`src/rtl/assert_macros.svh`:
```
// ----------------------------------------------------------------------------
// assert_macros.svh
// concurrent assertion helpers, compiled out when SYNTH is defined
// ----------------------------------------------------------------------------
`ifndef ASSERT_MACROS_SVH
`define ASSERT_MACROS_SVH

`ifndef SYNTH
// same-cycle implication
`define HBC_ASSERT_IMPL(label, clk, rst, ante, cons) \
   label: assert property (@(posedge clk) disable iff (rst) (ante) |-> (cons)) \
      else $error("assertion failed");
// next-cycle implication
`define HBC_ASSERT_NEXT(label, clk, rst, ante, cons) \
   label: assert property (@(posedge clk) disable iff (rst) (ante) |=> (cons)) \
      else $error("assertion failed");
`else
`define HBC_ASSERT_IMPL(label, clk, rst, ante, cons)
`define HBC_ASSERT_NEXT(label, clk, rst, ante, cons)
`endif

`endif

```
`src/rtl/hbc_pkg.sv`:
```
// ----------------------------------------------------------------------------
// hbc_pkg
// shared types and constants of the hashed block buffer cache
// ----------------------------------------------------------------------------
`default_nettype none

package hbc_pkg;

   // default geometry
   localparam int DefNumBuffers = 30;
   localparam int DefNumBuckets = 13;

   // fixed field widths
   localparam int FUNC_W   = 2;
   localparam int DEV_W    = 8;
   localparam int BLOCK_W  = 32;
   localparam int SLOT_W   = 5;
   localparam int STATUS_W = 2;
   localparam int CNT_W    = 8;
   localparam int BITCNT_W = 3;

   localparam logic [CNT_W-1:0] CntMax = 8'd255;

   // request operations
   typedef enum logic [FUNC_W-1:0] {
      FUNC_GET     = 2'd0,
      FUNC_RELEASE = 2'd1,
      FUNC_PIN     = 2'd2,
      FUNC_UNPIN   = 2'd3
   } func_type;

   // result status codes
   localparam logic [STATUS_W-1:0] STATUS_OK     = 2'd0;
   localparam logic [STATUS_W-1:0] STATUS_NOFREE = 2'd1;
   localparam logic [STATUS_W-1:0] STATUS_BAD    = 2'd2;

   // datapath operations issued by the controller
   typedef enum logic [4:0] {
      OP_NONE,
      OP_LOAD,
      OP_MOD,
      OP_WALK_HEAD,
      OP_WALK_NEXT,
      OP_FREE_HEAD,
      OP_FREE_PREV,
      OP_OWN,
      OP_SCAN_INIT,
      OP_SCAN_NEXT,
      OP_HIT,
      OP_FILL_OWN,
      OP_FILL_STEAL,
      OP_NOFREE,
      OP_SLOT,
      OP_DET_RD,
      OP_DET_WR,
      OP_PUSH_RD,
      OP_PUSH_WR1,
      OP_PUSH_WR2,
      OP_EMIT
   } hbc_op_type;

   // controller states
   typedef enum logic [3:0] {
      S_IDLE,
      S_MOD,
      S_WALK_START,
      S_WALK,
      S_FREE_START,
      S_FREE,
      S_SCAN,
      S_SLOT,
      S_DET_RD,
      S_DET_WR,
      S_PUSH_RD,
      S_PUSH_WR1,
      S_PUSH_WR2,
      S_DONE
   } hbc_state_type;

   typedef struct packed {
      hbc_op_type op;
   } hbc_cmd_type;

   typedef struct packed {
      logic mod_last;
      logic walk_end;
      logic match;
      logic cnt_zero;
      logic own_phase;
      logic scan_done;
      logic scan_is_id;
      logic relink;
      logic out_free;
   } hbc_stat_type;

endpackage

`default_nettype wire

```
`src/rtl/hbc_ctrl.sv`:
```
// ----------------------------------------------------------------------------
// hbc_ctrl
// sequencer of the buffer cache: walks, steals, relinks and result hand-off
// ----------------------------------------------------------------------------
`default_nettype none

module hbc_ctrl (
   input  logic                  clock,
   input  logic                  reset,
   input  logic                  req_valid,
   input  logic [hbc_pkg::FUNC_W-1:0] req_func,
   output logic                  req_stall,
   input  hbc_pkg::hbc_stat_type stat,
   output hbc_pkg::hbc_cmd_type  cmd
);
   import hbc_pkg::*;

   hbc_state_type state_ff, state_in;

   // state register
   always_ff @(posedge clock) begin
      if (reset) begin
         state_ff <= S_IDLE;
      end else begin
         state_ff <= state_in;
      end
   end

   assign req_stall = (state_ff != S_IDLE);

   // next state
   always_comb begin
      state_in = state_ff;
      case (state_ff)
         S_IDLE: begin
            if (req_valid) state_in = (req_func == FUNC_GET) ? S_MOD : S_SLOT;
         end
         S_MOD: begin
            if (stat.mod_last) state_in = S_WALK_START;
         end
         S_WALK_START: state_in = S_WALK;
         S_WALK: begin
            if (stat.walk_end) state_in = S_FREE_START;
            else if (stat.match) state_in = S_DONE;
         end
         S_FREE_START: state_in = S_FREE;
         S_FREE: begin
            if (stat.walk_end) state_in = S_SCAN;
            else if (stat.cnt_zero) state_in = stat.own_phase ? S_DONE : S_DET_RD;
         end
         S_SCAN: begin
            if (stat.scan_done) state_in = S_DONE;
            else if (!stat.scan_is_id) state_in = S_FREE;
         end
         S_SLOT:     state_in = stat.relink ? S_DET_RD : S_DONE;
         S_DET_RD:   state_in = S_DET_WR;
         S_DET_WR:   state_in = S_PUSH_RD;
         S_PUSH_RD:  state_in = S_PUSH_WR1;
         S_PUSH_WR1: state_in = S_PUSH_WR2;
         S_PUSH_WR2: state_in = S_DONE;
         S_DONE: begin
            if (stat.out_free) state_in = S_IDLE;
         end
         default:    state_in = S_IDLE;
      endcase
   end

   // datapath command
   always_comb begin
      cmd.op = OP_NONE;
      case (state_ff)
         S_IDLE: begin
            if (req_valid) cmd.op = OP_LOAD;
         end
         S_MOD:        cmd.op = OP_MOD;
         S_WALK_START: cmd.op = OP_WALK_HEAD;
         S_WALK: begin
            if (stat.walk_end) cmd.op = OP_OWN;
            else if (stat.match) cmd.op = OP_HIT;
            else cmd.op = OP_WALK_NEXT;
         end
         S_FREE_START: cmd.op = OP_FREE_HEAD;
         S_FREE: begin
            if (stat.walk_end) cmd.op = stat.own_phase ? OP_SCAN_INIT : OP_SCAN_NEXT;
            else if (stat.cnt_zero) cmd.op = stat.own_phase ? OP_FILL_OWN : OP_FILL_STEAL;
            else cmd.op = OP_FREE_PREV;
         end
         S_SCAN: begin
            if (stat.scan_done) cmd.op = OP_NOFREE;
            else if (stat.scan_is_id) cmd.op = OP_SCAN_NEXT;
            else cmd.op = OP_FREE_HEAD;
         end
         S_SLOT:     cmd.op = OP_SLOT;
         S_DET_RD:   cmd.op = OP_DET_RD;
         S_DET_WR:   cmd.op = OP_DET_WR;
         S_PUSH_RD:  cmd.op = OP_PUSH_RD;
         S_PUSH_WR1: cmd.op = OP_PUSH_WR1;
         S_PUSH_WR2: cmd.op = OP_PUSH_WR2;
         S_DONE: begin
            if (stat.out_free) cmd.op = OP_EMIT;
         end
         default:    cmd.op = OP_NONE;
      endcase
   end

endmodule

`default_nettype wire

```
`src/rtl/hbc_dp.sv`:
```
// ----------------------------------------------------------------------------
// hbc_dp
// datapath: buffer tags and counts, bucket link memories, hash and result
// ----------------------------------------------------------------------------
`default_nettype none

module hbc_dp #(
   parameter int NumBuffers = hbc_pkg::DefNumBuffers,
   parameter int NumBuckets = hbc_pkg::DefNumBuckets
) (
   input  logic                         clock,
   input  logic                         reset,
   input  hbc_pkg::hbc_cmd_type         cmd,
   output hbc_pkg::hbc_stat_type        stat,
   input  logic [hbc_pkg::FUNC_W-1:0]   req_func,
   input  logic [hbc_pkg::DEV_W-1:0]    req_device,
   input  logic [hbc_pkg::BLOCK_W-1:0]  req_block_number,
   input  logic [hbc_pkg::SLOT_W-1:0]   req_buffer_slot,
   output logic                         rsp_valid,
   input  logic                         rsp_stall,
   output logic [hbc_pkg::SLOT_W-1:0]   rsp_granted_slot,
   output logic                         rsp_hit,
   output logic                         rsp_needs_read,
   output logic [hbc_pkg::STATUS_W-1:0] rsp_status
);
   import hbc_pkg::*;

   localparam int NodeCount = NumBuffers + NumBuckets;
   localparam int NODE_W    = $clog2(NodeCount);
   localparam int BUF_W     = (NumBuffers > 1) ? $clog2(NumBuffers) : 1;
   localparam int BKT_W     = (NumBuckets > 1) ? $clog2(NumBuckets) : 1;
   localparam int FB_W      = BKT_W + 1;
   localparam int NIB_IDX_W = BKT_W + 4;

   localparam logic [NODE_W-1:0] BufBase = NODE_W'(NumBuffers);

   // list layout after reset
   logic [NODE_W-1:0] init_next [NodeCount];
   logic [NODE_W-1:0] init_prev [NodeCount];
   logic [BKT_W-1:0]  own_init  [NumBuffers];

   for (genvar g = 0; g < NumBuffers; g++) begin : g_buf_init
      localparam int Bkt  = g % NumBuckets;
      localparam int Next = (g >= NumBuckets) ? g - NumBuckets : NumBuffers + Bkt;
      localparam int Prev = (g + NumBuckets < NumBuffers) ? g + NumBuckets
                                                          : NumBuffers + Bkt;
      assign init_next[g] = NODE_W'(Next);
      assign init_prev[g] = NODE_W'(Prev);
      assign own_init[g]  = BKT_W'(Bkt);
   end

   for (genvar k = 0; k < NumBuckets; k++) begin : g_head_init
      localparam int Last = k + NumBuckets * ((NumBuffers - 1 - k) / NumBuckets);
      localparam int Next = (k < NumBuffers) ? Last : NumBuffers + k;
      localparam int Prev = (k < NumBuffers) ? k : NumBuffers + k;
      assign init_next[NumBuffers + k] = NODE_W'(Next);
      assign init_prev[NumBuffers + k] = NODE_W'(Prev);
   end

   // remainder table for one nibble step of the bucket hash
   logic [BKT_W-1:0] mod_tab [2**NIB_IDX_W];

   for (genvar g = 0; g < 2**NIB_IDX_W; g++) begin : g_mod_tab
      assign mod_tab[g] = BKT_W'(g % NumBuckets);
   end

   // request and working registers
   func_type             func_ff;
   logic [DEV_W-1:0]     dev_ff;
   logic [BLOCK_W-1:0]   blk_ff;
   logic [SLOT_W-1:0]    slot_ff;
   logic [BLOCK_W-1:0]   shreg_ff;
   logic [BITCNT_W-1:0]  bitcnt_ff;
   logic [BKT_W-1:0]     id_ff;
   logic [FB_W-1:0]      fb_ff;
   logic                 own_ff;
   logic                 dir_ff;
   logic [NODE_W-1:0]    steps_ff;
   logic [NODE_W-1:0]    tgt_ff;
   logic [BKT_W-1:0]     dst_ff;
   logic [NODE_W-1:0]    first_ff;
   logic [SLOT_W-1:0]    res_slot_ff;
   logic                 res_hit_ff;
   logic                 res_nread_ff;
   logic [STATUS_W-1:0]  res_status_ff;
   logic                 rsp_valid_ff;
   logic [SLOT_W-1:0]    rsp_slot_ff;
   logic                 rsp_hit_ff;
   logic                 rsp_nread_ff;
   logic [STATUS_W-1:0]  rsp_status_ff;

   // per-buffer state
   logic [DEV_W-1:0]   dev_arr_ff [NumBuffers];
   logic [BLOCK_W-1:0] blk_arr_ff [NumBuffers];
   logic               val_arr_ff [NumBuffers];
   logic [CNT_W-1:0]   cnt_arr_ff [NumBuffers];
   logic [BKT_W-1:0]   own_arr_ff [NumBuffers];

   // link memories with written-once flags
   logic [NODE_W-1:0] next_mem [NodeCount];
   logic [NODE_W-1:0] prev_mem [NodeCount];
   logic              nv_ff    [NodeCount];
   logic              pv_ff    [NodeCount];
   logic [NODE_W-1:0] next_q_ff, prev_q_ff, next_a_ff, prev_a_ff;
   logic              next_v_ff, prev_v_ff;

   // link read data, untouched entries read as the reset layout
   logic [NODE_W-1:0] next_rd, prev_rd, node, head;
   logic [BUF_W-1:0]  node_idx, slot_idx, cnt_addr;
   logic [BKT_W-1:0]  cur_bkt, slot_bkt;
   logic [CNT_W-1:0]  cnt_cur;
   logic              slot_bad;
   logic [BKT_W-1:0]  mod_next;

   assign next_rd  = next_v_ff ? next_q_ff : init_next[next_a_ff];
   assign prev_rd  = prev_v_ff ? prev_q_ff : init_prev[prev_a_ff];
   assign node     = dir_ff ? prev_rd : next_rd;
   assign node_idx = node[BUF_W-1:0];
   assign slot_idx = BUF_W'(slot_ff);
   assign cur_bkt  = dir_ff ? fb_ff[BKT_W-1:0] : id_ff;
   assign head     = BufBase + NODE_W'(cur_bkt);
   assign cnt_addr = (func_ff == FUNC_GET) ? node_idx : slot_idx;
   assign cnt_cur  = cnt_arr_ff[cnt_addr];
   assign slot_bad = (32'(slot_ff) >= 32'(NumBuffers));
   assign slot_bkt = (32'(own_arr_ff[slot_idx]) >= 32'(NumBuckets)) ? '0
                                                                     : own_arr_ff[slot_idx];

   // four bits of the bucket hash per cycle
   assign mod_next = mod_tab[{id_ff, shreg_ff[BLOCK_W-1 -: 4]}];

   // status toward the controller
   always_comb begin
      stat.mod_last   = &bitcnt_ff;
      stat.walk_end   = (node == head) || (node >= BufBase) || (steps_ff >= BufBase);
      stat.match      = (dev_arr_ff[node_idx] == dev_ff) && (blk_arr_ff[node_idx] == blk_ff);
      stat.cnt_zero   = (cnt_cur == '0);
      stat.own_phase  = own_ff;
      stat.scan_done  = (fb_ff >= FB_W'(NumBuckets));
      stat.scan_is_id = (fb_ff[BKT_W-1:0] == id_ff);
      stat.relink     = (func_ff == FUNC_RELEASE) && !slot_bad && (cnt_cur == CNT_W'(1));
      stat.out_free   = !rsp_valid_ff || !rsp_stall;
   end

   // link read and write ports
   logic              next_re, prev_re, next_we, prev_we;
   logic [NODE_W-1:0] next_ra, prev_ra, next_wa, prev_wa, next_wd, prev_wd;

   always_comb begin
      next_re = 1'b0;
      prev_re = 1'b0;
      next_ra = node;
      prev_ra = node;
      next_we = 1'b0;
      prev_we = 1'b0;
      next_wa = tgt_ff;
      prev_wa = tgt_ff;
      next_wd = tgt_ff;
      prev_wd = tgt_ff;
      case (cmd.op)
         OP_WALK_HEAD: begin
            next_re = 1'b1;
            next_ra = BufBase + NODE_W'(id_ff);
         end
         OP_WALK_NEXT: next_re = 1'b1;
         OP_FREE_HEAD: begin
            prev_re = 1'b1;
            prev_ra = BufBase + NODE_W'(fb_ff[BKT_W-1:0]);
         end
         OP_FREE_PREV: prev_re = 1'b1;
         OP_DET_RD: begin
            next_re = 1'b1;
            prev_re = 1'b1;
            next_ra = tgt_ff;
            prev_ra = tgt_ff;
         end
         OP_DET_WR: begin
            next_we = (32'(prev_rd) < 32'(NodeCount));
            next_wa = prev_rd;
            next_wd = next_rd;
            prev_we = (32'(next_rd) < 32'(NodeCount));
            prev_wa = next_rd;
            prev_wd = prev_rd;
         end
         OP_PUSH_RD: begin
            next_re = 1'b1;
            next_ra = BufBase + NODE_W'(dst_ff);
         end
         OP_PUSH_WR1: begin
            next_we = 1'b1;
            next_wa = tgt_ff;
            next_wd = next_rd;
            prev_we = 1'b1;
            prev_wa = tgt_ff;
            prev_wd = BufBase + NODE_W'(dst_ff);
         end
         OP_PUSH_WR2: begin
            next_we = 1'b1;
            next_wa = BufBase + NODE_W'(dst_ff);
            next_wd = tgt_ff;
            prev_we = (32'(first_ff) < 32'(NodeCount));
            prev_wa = first_ff;
            prev_wd = tgt_ff;
         end
         default: begin
         end
      endcase
   end

   // link memories
   always_ff @(posedge clock) begin
      if (next_we) next_mem[next_wa] <= next_wd;
      if (prev_we) prev_mem[prev_wa] <= prev_wd;
      if (next_re) begin
         next_q_ff <= next_mem[next_ra];
         next_v_ff <= nv_ff[next_ra];
         next_a_ff <= next_ra;
      end
      if (prev_re) begin
         prev_q_ff <= prev_mem[prev_ra];
         prev_v_ff <= pv_ff[prev_ra];
         prev_a_ff <= prev_ra;
      end
   end

   // link written flags
   always_ff @(posedge clock) begin
      if (reset) begin
         for (int i = 0; i < NodeCount; i++) begin
            nv_ff[i] <= 1'b0;
            pv_ff[i] <= 1'b0;
         end
      end else begin
         if (next_we) nv_ff[next_wa] <= 1'b1;
         if (prev_we) pv_ff[prev_wa] <= 1'b1;
      end
   end

   // per-buffer tags, counts and owners
   always_ff @(posedge clock) begin
      if (reset) begin
         for (int i = 0; i < NumBuffers; i++) begin
            dev_arr_ff[i] <= '0;
            blk_arr_ff[i] <= '0;
            val_arr_ff[i] <= 1'b0;
            cnt_arr_ff[i] <= '0;
            own_arr_ff[i] <= own_init[i];
         end
      end else begin
         case (cmd.op)
            OP_HIT: begin
               if (cnt_cur != CntMax) cnt_arr_ff[node_idx] <= cnt_cur + CNT_W'(1);
               val_arr_ff[node_idx] <= 1'b1;
            end
            OP_FILL_OWN, OP_FILL_STEAL: begin
               dev_arr_ff[node_idx] <= dev_ff;
               blk_arr_ff[node_idx] <= blk_ff;
               val_arr_ff[node_idx] <= 1'b1;
               cnt_arr_ff[node_idx] <= CNT_W'(1);
               if (cmd.op == OP_FILL_STEAL) own_arr_ff[node_idx] <= id_ff;
            end
            OP_SLOT: begin
               if (!slot_bad) begin
                  if (func_ff == FUNC_PIN) begin
                     if (cnt_cur != CntMax) cnt_arr_ff[slot_idx] <= cnt_cur + CNT_W'(1);
                  end else if (cnt_cur != '0) begin
                     cnt_arr_ff[slot_idx] <= cnt_cur - CNT_W'(1);
                  end
               end
            end
            default: begin
            end
         endcase
      end
   end

   // request capture, hash, walk and relink registers
   always_ff @(posedge clock) begin
      case (cmd.op)
         OP_LOAD: begin
            func_ff   <= func_type'(req_func);
            dev_ff    <= req_device;
            blk_ff    <= req_block_number;
            slot_ff   <= req_buffer_slot;
            shreg_ff  <= req_block_number;
            bitcnt_ff <= '0;
            id_ff     <= '0;
         end
         OP_MOD: begin
            id_ff     <= mod_next;
            shreg_ff  <= {shreg_ff[BLOCK_W-5:0], 4'h0};
            bitcnt_ff <= bitcnt_ff + BITCNT_W'(1);
         end
         OP_WALK_HEAD: begin
            dir_ff   <= 1'b0;
            steps_ff <= '0;
         end
         OP_FREE_HEAD: begin
            dir_ff   <= 1'b1;
            steps_ff <= '0;
         end
         OP_WALK_NEXT, OP_FREE_PREV: steps_ff <= steps_ff + NODE_W'(1);
         OP_OWN: begin
            fb_ff  <= FB_W'(id_ff);
            own_ff <= 1'b1;
         end
         OP_SCAN_INIT: begin
            fb_ff  <= '0;
            own_ff <= 1'b0;
         end
         OP_SCAN_NEXT: fb_ff <= fb_ff + FB_W'(1);
         OP_FILL_STEAL: begin
            tgt_ff <= node;
            dst_ff <= id_ff;
         end
         OP_SLOT: begin
            tgt_ff <= NODE_W'(slot_ff);
            dst_ff <= slot_bkt;
         end
         OP_PUSH_WR1: first_ff <= next_rd;
         default: begin
         end
      endcase
   end

   // pending result fields
   always_ff @(posedge clock) begin
      case (cmd.op)
         OP_HIT: begin
            res_slot_ff   <= SLOT_W'(node);
            res_hit_ff    <= 1'b1;
            res_nread_ff  <= !val_arr_ff[node_idx];
            res_status_ff <= STATUS_OK;
         end
         OP_FILL_OWN, OP_FILL_STEAL: begin
            res_slot_ff   <= SLOT_W'(node);
            res_hit_ff    <= 1'b0;
            res_nread_ff  <= 1'b1;
            res_status_ff <= STATUS_OK;
         end
         OP_NOFREE: begin
            res_slot_ff   <= '0;
            res_hit_ff    <= 1'b0;
            res_nread_ff  <= 1'b0;
            res_status_ff <= STATUS_NOFREE;
         end
         OP_SLOT: begin
            res_slot_ff   <= slot_ff;
            res_hit_ff    <= 1'b0;
            res_nread_ff  <= 1'b0;
            if (slot_bad || (func_ff != FUNC_PIN && cnt_cur == '0)) begin
               res_status_ff <= STATUS_BAD;
            end else begin
               res_status_ff <= STATUS_OK;
            end
         end
         default: begin
         end
      endcase
   end

   // output register
   always_ff @(posedge clock) begin
      if (reset) begin
         rsp_valid_ff <= 1'b0;
      end else if (cmd.op == OP_EMIT) begin
         rsp_valid_ff <= 1'b1;
      end else if (!rsp_stall) begin
         rsp_valid_ff <= 1'b0;
      end
   end

   always_ff @(posedge clock) begin
      if (cmd.op == OP_EMIT) begin
         rsp_slot_ff   <= res_slot_ff;
         rsp_hit_ff    <= res_hit_ff;
         rsp_nread_ff  <= res_nread_ff;
         rsp_status_ff <= res_status_ff;
      end
   end

   assign rsp_valid        = rsp_valid_ff;
   assign rsp_granted_slot = rsp_slot_ff;
   assign rsp_hit          = rsp_hit_ff;
   assign rsp_needs_read   = rsp_nread_ff;
   assign rsp_status       = rsp_status_ff;

endmodule

`default_nettype wire

```
`src/rtl/hashed_block_buffer_cache.sv`:
```
// ----------------------------------------------------------------------------
// hashed_block_buffer_cache
// block buffer cache with hashed buckets and per-bucket recency lists
// ----------------------------------------------------------------------------
// req channel carries one item: func (get, release, pin, unpin), device,
// block_number and buffer_slot; rsp returns one item per request with
// granted_slot, hit, needs_read and status. both use valid/stall.
// one item is in work at a time; req_stall is high from acceptance until
// the result has been moved into the output register.
// a get hashes the block number four bits per cycle, then walks the links of
// its bucket; on a miss it opens buckets and visits their links from the
// least recent end looking for an unreferenced buffer, its own bucket first,
// then the others in increasing order, and relinks a buffer stolen from
// another bucket to the head of its new bucket. a release that drops the
// count of its buffer to zero also relinks it to the head of its bucket.
// the link memories give one link per cycle and set the walk rate.
// reset empties all buffers, clears every count and rebuilds the lists;
// the next item is accepted right after reset.
// a stalled result holds in the output register; the next request is still
// accepted and runs up to the point where its result would be written.
// ----------------------------------------------------------------------------
`default_nettype none

`include "assert_macros.svh"

module hashed_block_buffer_cache #(
   parameter int NumBuffers = hbc_pkg::DefNumBuffers,
   parameter int NumBuckets = hbc_pkg::DefNumBuckets
) (
   input  logic                         clock,
   input  logic                         reset,
   input  logic                         req_valid,
   output logic                         req_stall,
   input  logic [hbc_pkg::FUNC_W-1:0]   req_func,
   input  logic [hbc_pkg::DEV_W-1:0]    req_device,
   input  logic [hbc_pkg::BLOCK_W-1:0]  req_block_number,
   input  logic [hbc_pkg::SLOT_W-1:0]   req_buffer_slot,
   output logic                         rsp_valid,
   input  logic                         rsp_stall,
   output logic [hbc_pkg::SLOT_W-1:0]   rsp_granted_slot,
   output logic                         rsp_hit,
   output logic                         rsp_needs_read,
   output logic [hbc_pkg::STATUS_W-1:0] rsp_status
);
   import hbc_pkg::*;

   hbc_cmd_type  cmd;
   hbc_stat_type stat;

   // sequencer
   hbc_ctrl u_ctrl (
      .clock     (clock),
      .reset     (reset),
      .req_valid (req_valid),
      .req_func  (req_func),
      .req_stall (req_stall),
      .stat      (stat),
      .cmd       (cmd)
   );

   // storage and arithmetic
   hbc_dp #(
      .NumBuffers (NumBuffers),
      .NumBuckets (NumBuckets)
   ) u_dp (
      .clock            (clock),
      .reset            (reset),
      .cmd              (cmd),
      .stat             (stat),
      .req_func         (req_func),
      .req_device       (req_device),
      .req_block_number (req_block_number),
      .req_buffer_slot  (req_buffer_slot),
      .rsp_valid        (rsp_valid),
      .rsp_stall        (rsp_stall),
      .rsp_granted_slot (rsp_granted_slot),
      .rsp_hit          (rsp_hit),
      .rsp_needs_read   (rsp_needs_read),
      .rsp_status       (rsp_status)
   );

   // an accepted item blocks the request side on the next cycle
   `HBC_ASSERT_NEXT(a_busy_after_accept, clock, reset, req_valid && !req_stall, req_stall)
   // a hit is always a good get
   `HBC_ASSERT_IMPL(a_hit_ok, clock, reset, rsp_valid && rsp_hit, rsp_status == STATUS_OK)
   // a failed get grants nothing and needs no read
   `HBC_ASSERT_IMPL(a_nofree_clean, clock, reset, rsp_valid && rsp_status == STATUS_NOFREE, rsp_granted_slot == '0 && !rsp_needs_read && !rsp_hit)
   // a result is only written while the request side is busy
   `HBC_ASSERT_IMPL(a_emit_busy, clock, reset, cmd.op == OP_EMIT, req_stall)

endmodule

`default_nettype wire

```
`config.mk`:
```
export PLATFORM = sky130hd
export DESIGN_NAME = hashed_block_buffer_cache
export DESIGN_NICKNAME = d
export VERILOG_FILES = /design/src/rtl/hbc_pkg.sv /design/src/rtl/hbc_ctrl.sv /design/src/rtl/hbc_dp.sv /design/src/rtl/hashed_block_buffer_cache.sv
export VERILOG_INCLUDE_DIRS = /design/src /design/src/rtl
export SDC_FILE = /design/constraint.sdc
export NUM_CORES = 2
export LEC_CHECK = 0
export ABC_AREA = 0
export BUFFER_PORTS_ARGS = -buffer_cell sky130_fd_sc_hd__buf_2
export CAP_MARGIN = 5
export CORE_UTILIZATION = 26
export DETAILED_ROUTE_END_ITERATION = 6
export GPL_ROUTABILITY_DRIVEN = 0
export PLACE_DENSITY = 0.42
export SLEW_MARGIN = 20
export SYNTH_ARGS = -nofsm -noshare
export SYNTH_HDL_FRONTEND = slang
export SYNTH_SLANG_ARGS = --single-unit
```
`constraint.sdc`:
```
create_clock -name clock -period 9.95 [get_ports clock]
set_clock_uncertainty 0.2 [all_clocks]
set_input_delay 1.99 -clock clock [delete_from_list [all_inputs] [get_ports clock]]
set_output_delay 1.99 -clock clock [all_outputs]
set_load 0.02 [all_outputs]
```
==> impl_metrics.tcl <==
set metrics [dict create \
    avgRoutedWirePerCell_um 30.27 \
    worst_hold_path_type "flip-flop to flip-flop" \
    leakagePower_nw 46.12 \
    crit_arrival_ns 9.53 \
    cp_max_fo 25 \
    hold_violations 0 \
    initial_core_util 0.2610 \
    num_io_pins 62 \
    holdBufCountCts 0 \
    clockBufferDepth 4 \
    setup_viol 0 \
    viasPerCell 5.284 \
    max_cap_viol_count 0 \
    final_nets 9944 \
    synth_area_um2 118100 \
    critPathLaunchType "flip-flop" \
    coreArea_um2 452400 \
    cts_tree "built" \
    fillCellCount 45870 \
    grt_pass1_vias 81130 \
    synth_flop_cell "edfxtp_1" \
    cts_root_buf "clkbuf_16" \
    ir_worst_vdd_mv 0.4610 \
    post_cts_resized 0 \
    drive_gt1_frac 0.1608 \
    vias 84910 \
    antenna_found_initial 46 \
    area_growth_syn_to_layout_pct 14.77 \
    endpoint_kind "flip-flop" \
    rows 247 \
    ys_warn_count 0 \
    synth.ff_latch_count 2509 \
    grt_max_degree 165 \
    htreeDepth 5 \
    syn_inst 9845 \
    drtIter0Drc 10720 \
    powerDensity_nw_per_um2 388.0 \
    worst_pin_slew_ns 1.283 \
    path_class "flip-flop to flip-flop" \
    cts_setup_buffers 0 \
    async_flop_share 0 \
    die_x_um 676.0 \
    clk_pin_slew_ns 0.06 \
    status "completed" \
    cts.sinks 2509 \
    worstSkewPairLatency_ns 0.95 \
    totalNegativeSetupSlack_ns 0 \
    synth_edf_count 2339 \
    drv_slew 0 \
    routed_wl_um 486500 \
    ys_types 114 \
    drc 0 \
    grt.overflow.total 0 \
    cp.required_ns 10.34 \
    numCtsBuffers 292 \
    portBuffers 61 \
    ant_nets 0 \
    slew_headroom 0.1449 \
    grt_pass1_wl_um 668200 \
    period_share 0.9190 \
    period_needed_ns 9.144 \
    fp.dieArea_um2 457000 \
    rsz0062_at_grt "false" \
    grt_usage 0.2060 \
    hpwl_um 304600 \
    firstDrtPassIters 7 \
    fmax_ghz 0.1094 \
    die_h_um 676.0 \
    syn_avg_cell_area_um2 12.00 \
    hold_slack_ns 0.1556 \
    synth_seq_area_share 0.6235 \
]
[final timing paths]
kind | from | end | slack (ns) | cells past startpoint
max | u_dp.prev_a_ff[0] | u_dp.steps_ff[4] | 0.81 | 20
min | u_dp.val_arr_ff[31] | u_dp.val_arr_ff[31] | 0.16 | 0
max reg2reg | u_dp.prev_a_ff[0] | u_dp.steps_ff[4] | 0.81 | 20
min reg2reg | u_dp.val_arr_ff[31] | u_dp.val_arr_ff[31] | 0.16 | 0
[placed cells by master (no fill, tap or decap), drive strengths merged, types with 105 or more instances in the layout]
cell    netlist  routed
nand3       324     324
and3        237     237
inv         110     115
clkinv        0     114
a211oi      209     209
o21ai       279     279
nor2        893     893
dfxtp       170     170
nor3        593     593
buf         347     440
o22ai       267     267
and2        802     802
nand2      1134    1134
conb          1     105
edfxtp     2339    2339
a21oi       137     137
a31oi       105     105
mux2i       234     234
clkbuf      488     383
[layout make-up]
type                            count  area (um^2)  area share
Clock inverter                    136         1192    0.008796
Inverter                          110        420.4    0.003101
Multi-Input combinational cell   6495        41220      0.3041
Timing Repair Buffer              440         3719     0.02743
Sequential cell                  2509        73640      0.5433
Tap cell                         5976         7477     0.05516
Clock buffer                      383         7839     0.05783
Antenna cell                       20        50.05   0.0003692
[flip-flops by register name (all words and copies together) (netlist names), 64 cells and up, named ones only]
name             count
u_dp.blk_arr_ff   1024
u_dp.cnt_arr_ff    256
u_dp.dev_arr_ff    256
u_dp.next_mem      258
u_dp.nv_ff          64
u_dp.own_arr_ff    128
u_dp.prev_mem      258
u_dp.pv_ff          64
[kinds of logic (layout without fill, tap and decap cells)]
logic type               after synthesis  after routing  share of synthesized area
XOR/XNOR                              23             23                   0.001706
flip-flops                          2509           2509                     0.6235
multiplexers                         372            372                    0.03950
AND/OR/NAND/NOR                     4309           4309                     0.1958
adder cells (fa/ha/maj)               47             47                   0.004937
buffers and inverters                945           1069                    0.03582
AO/OA/AOI/OAI                       1639           1639                    0.09874
other                                  1            125                 0.00003175
[metal layers]
metal | vias up | global-route usage | share of wire
li1 | 36450 | - | -
met1 | 43760 | 0.2825 | 0.43
met2 | 3919 | 0.3306 | 0.46
met3 | 772 | 0.03197 | 0.074
met4 | 4 | 0.07068 | 0.039
met5 | - | 0 | 0.000053
[power breakdown]
part / internal, W / switching [W] / total (W)
clock: 0.00592 / 0.00461 / 0.0105
combinational: 0.00765 / 0.0216 / 0.0292
sequential: 0.0124 / 0.000442 / 0.0129
[metrics by stage]
stage	power (W)	util	std cells	cell area [um^2]	worst slack, ns
finish	0.05260	0.2996	16070	135600	0.8060
global route	0.05429	0.2995	16060	135500	0.5640
CTS	0.05254	0.2995	16050	135500	1.062
detailed placement	0.04197	0.2795	15530	126500	1.076
global placement	0.04188	0.2794	15530	126400	0.7406
floorplan	0.02854	-	9949	118500	3.200
[synth_stat cells (76+ instances only)]
master	number	area (um^2)
and2_1	799	4999
a211oi_1	205	1539
nor2_1	861	3232
nand3_1	323	1617
buf_1	76	285.3
o21ai_0	233	1166
nand2_1	1131	4245
nor3_1	189	945.9
inv_1	104	390.4
buf_2	207	1036
dfxtp_1	170	3403
mux2i_1	233	2332
a21oi_1	134	670.6
clkbuf_1	488	1832
nor3_2	404	4044
and3_1	237	1483
o22ai_1	267	1670
a31oi_1	104	650.6
edfxtp_1	2339	70240
[worst max-delay path, cell delays in order (launching register included)]
cell,delay [ns]
edfxtp_1,0.54
inv_1,0.12
ha_1,0.33
a21boi_0,0.17
o211ai_1,0.49
and3_1,0.71
and2_4,0.77
buf_4,0.47
buf_4,0.35
a211oi_1,0.09
a31oi_1,0.42
o22ai_1,0.15
or4_1,0.51
xor2_1,0.64
or3b_2,0.51
nor4_2,0.87
buf_4,0.23
a211oi_1,0.10
buf_4,0.17
nor2_1,0.48
nand3_1,0.38
No activity file was read; power rests on OpenSTA's default activity.
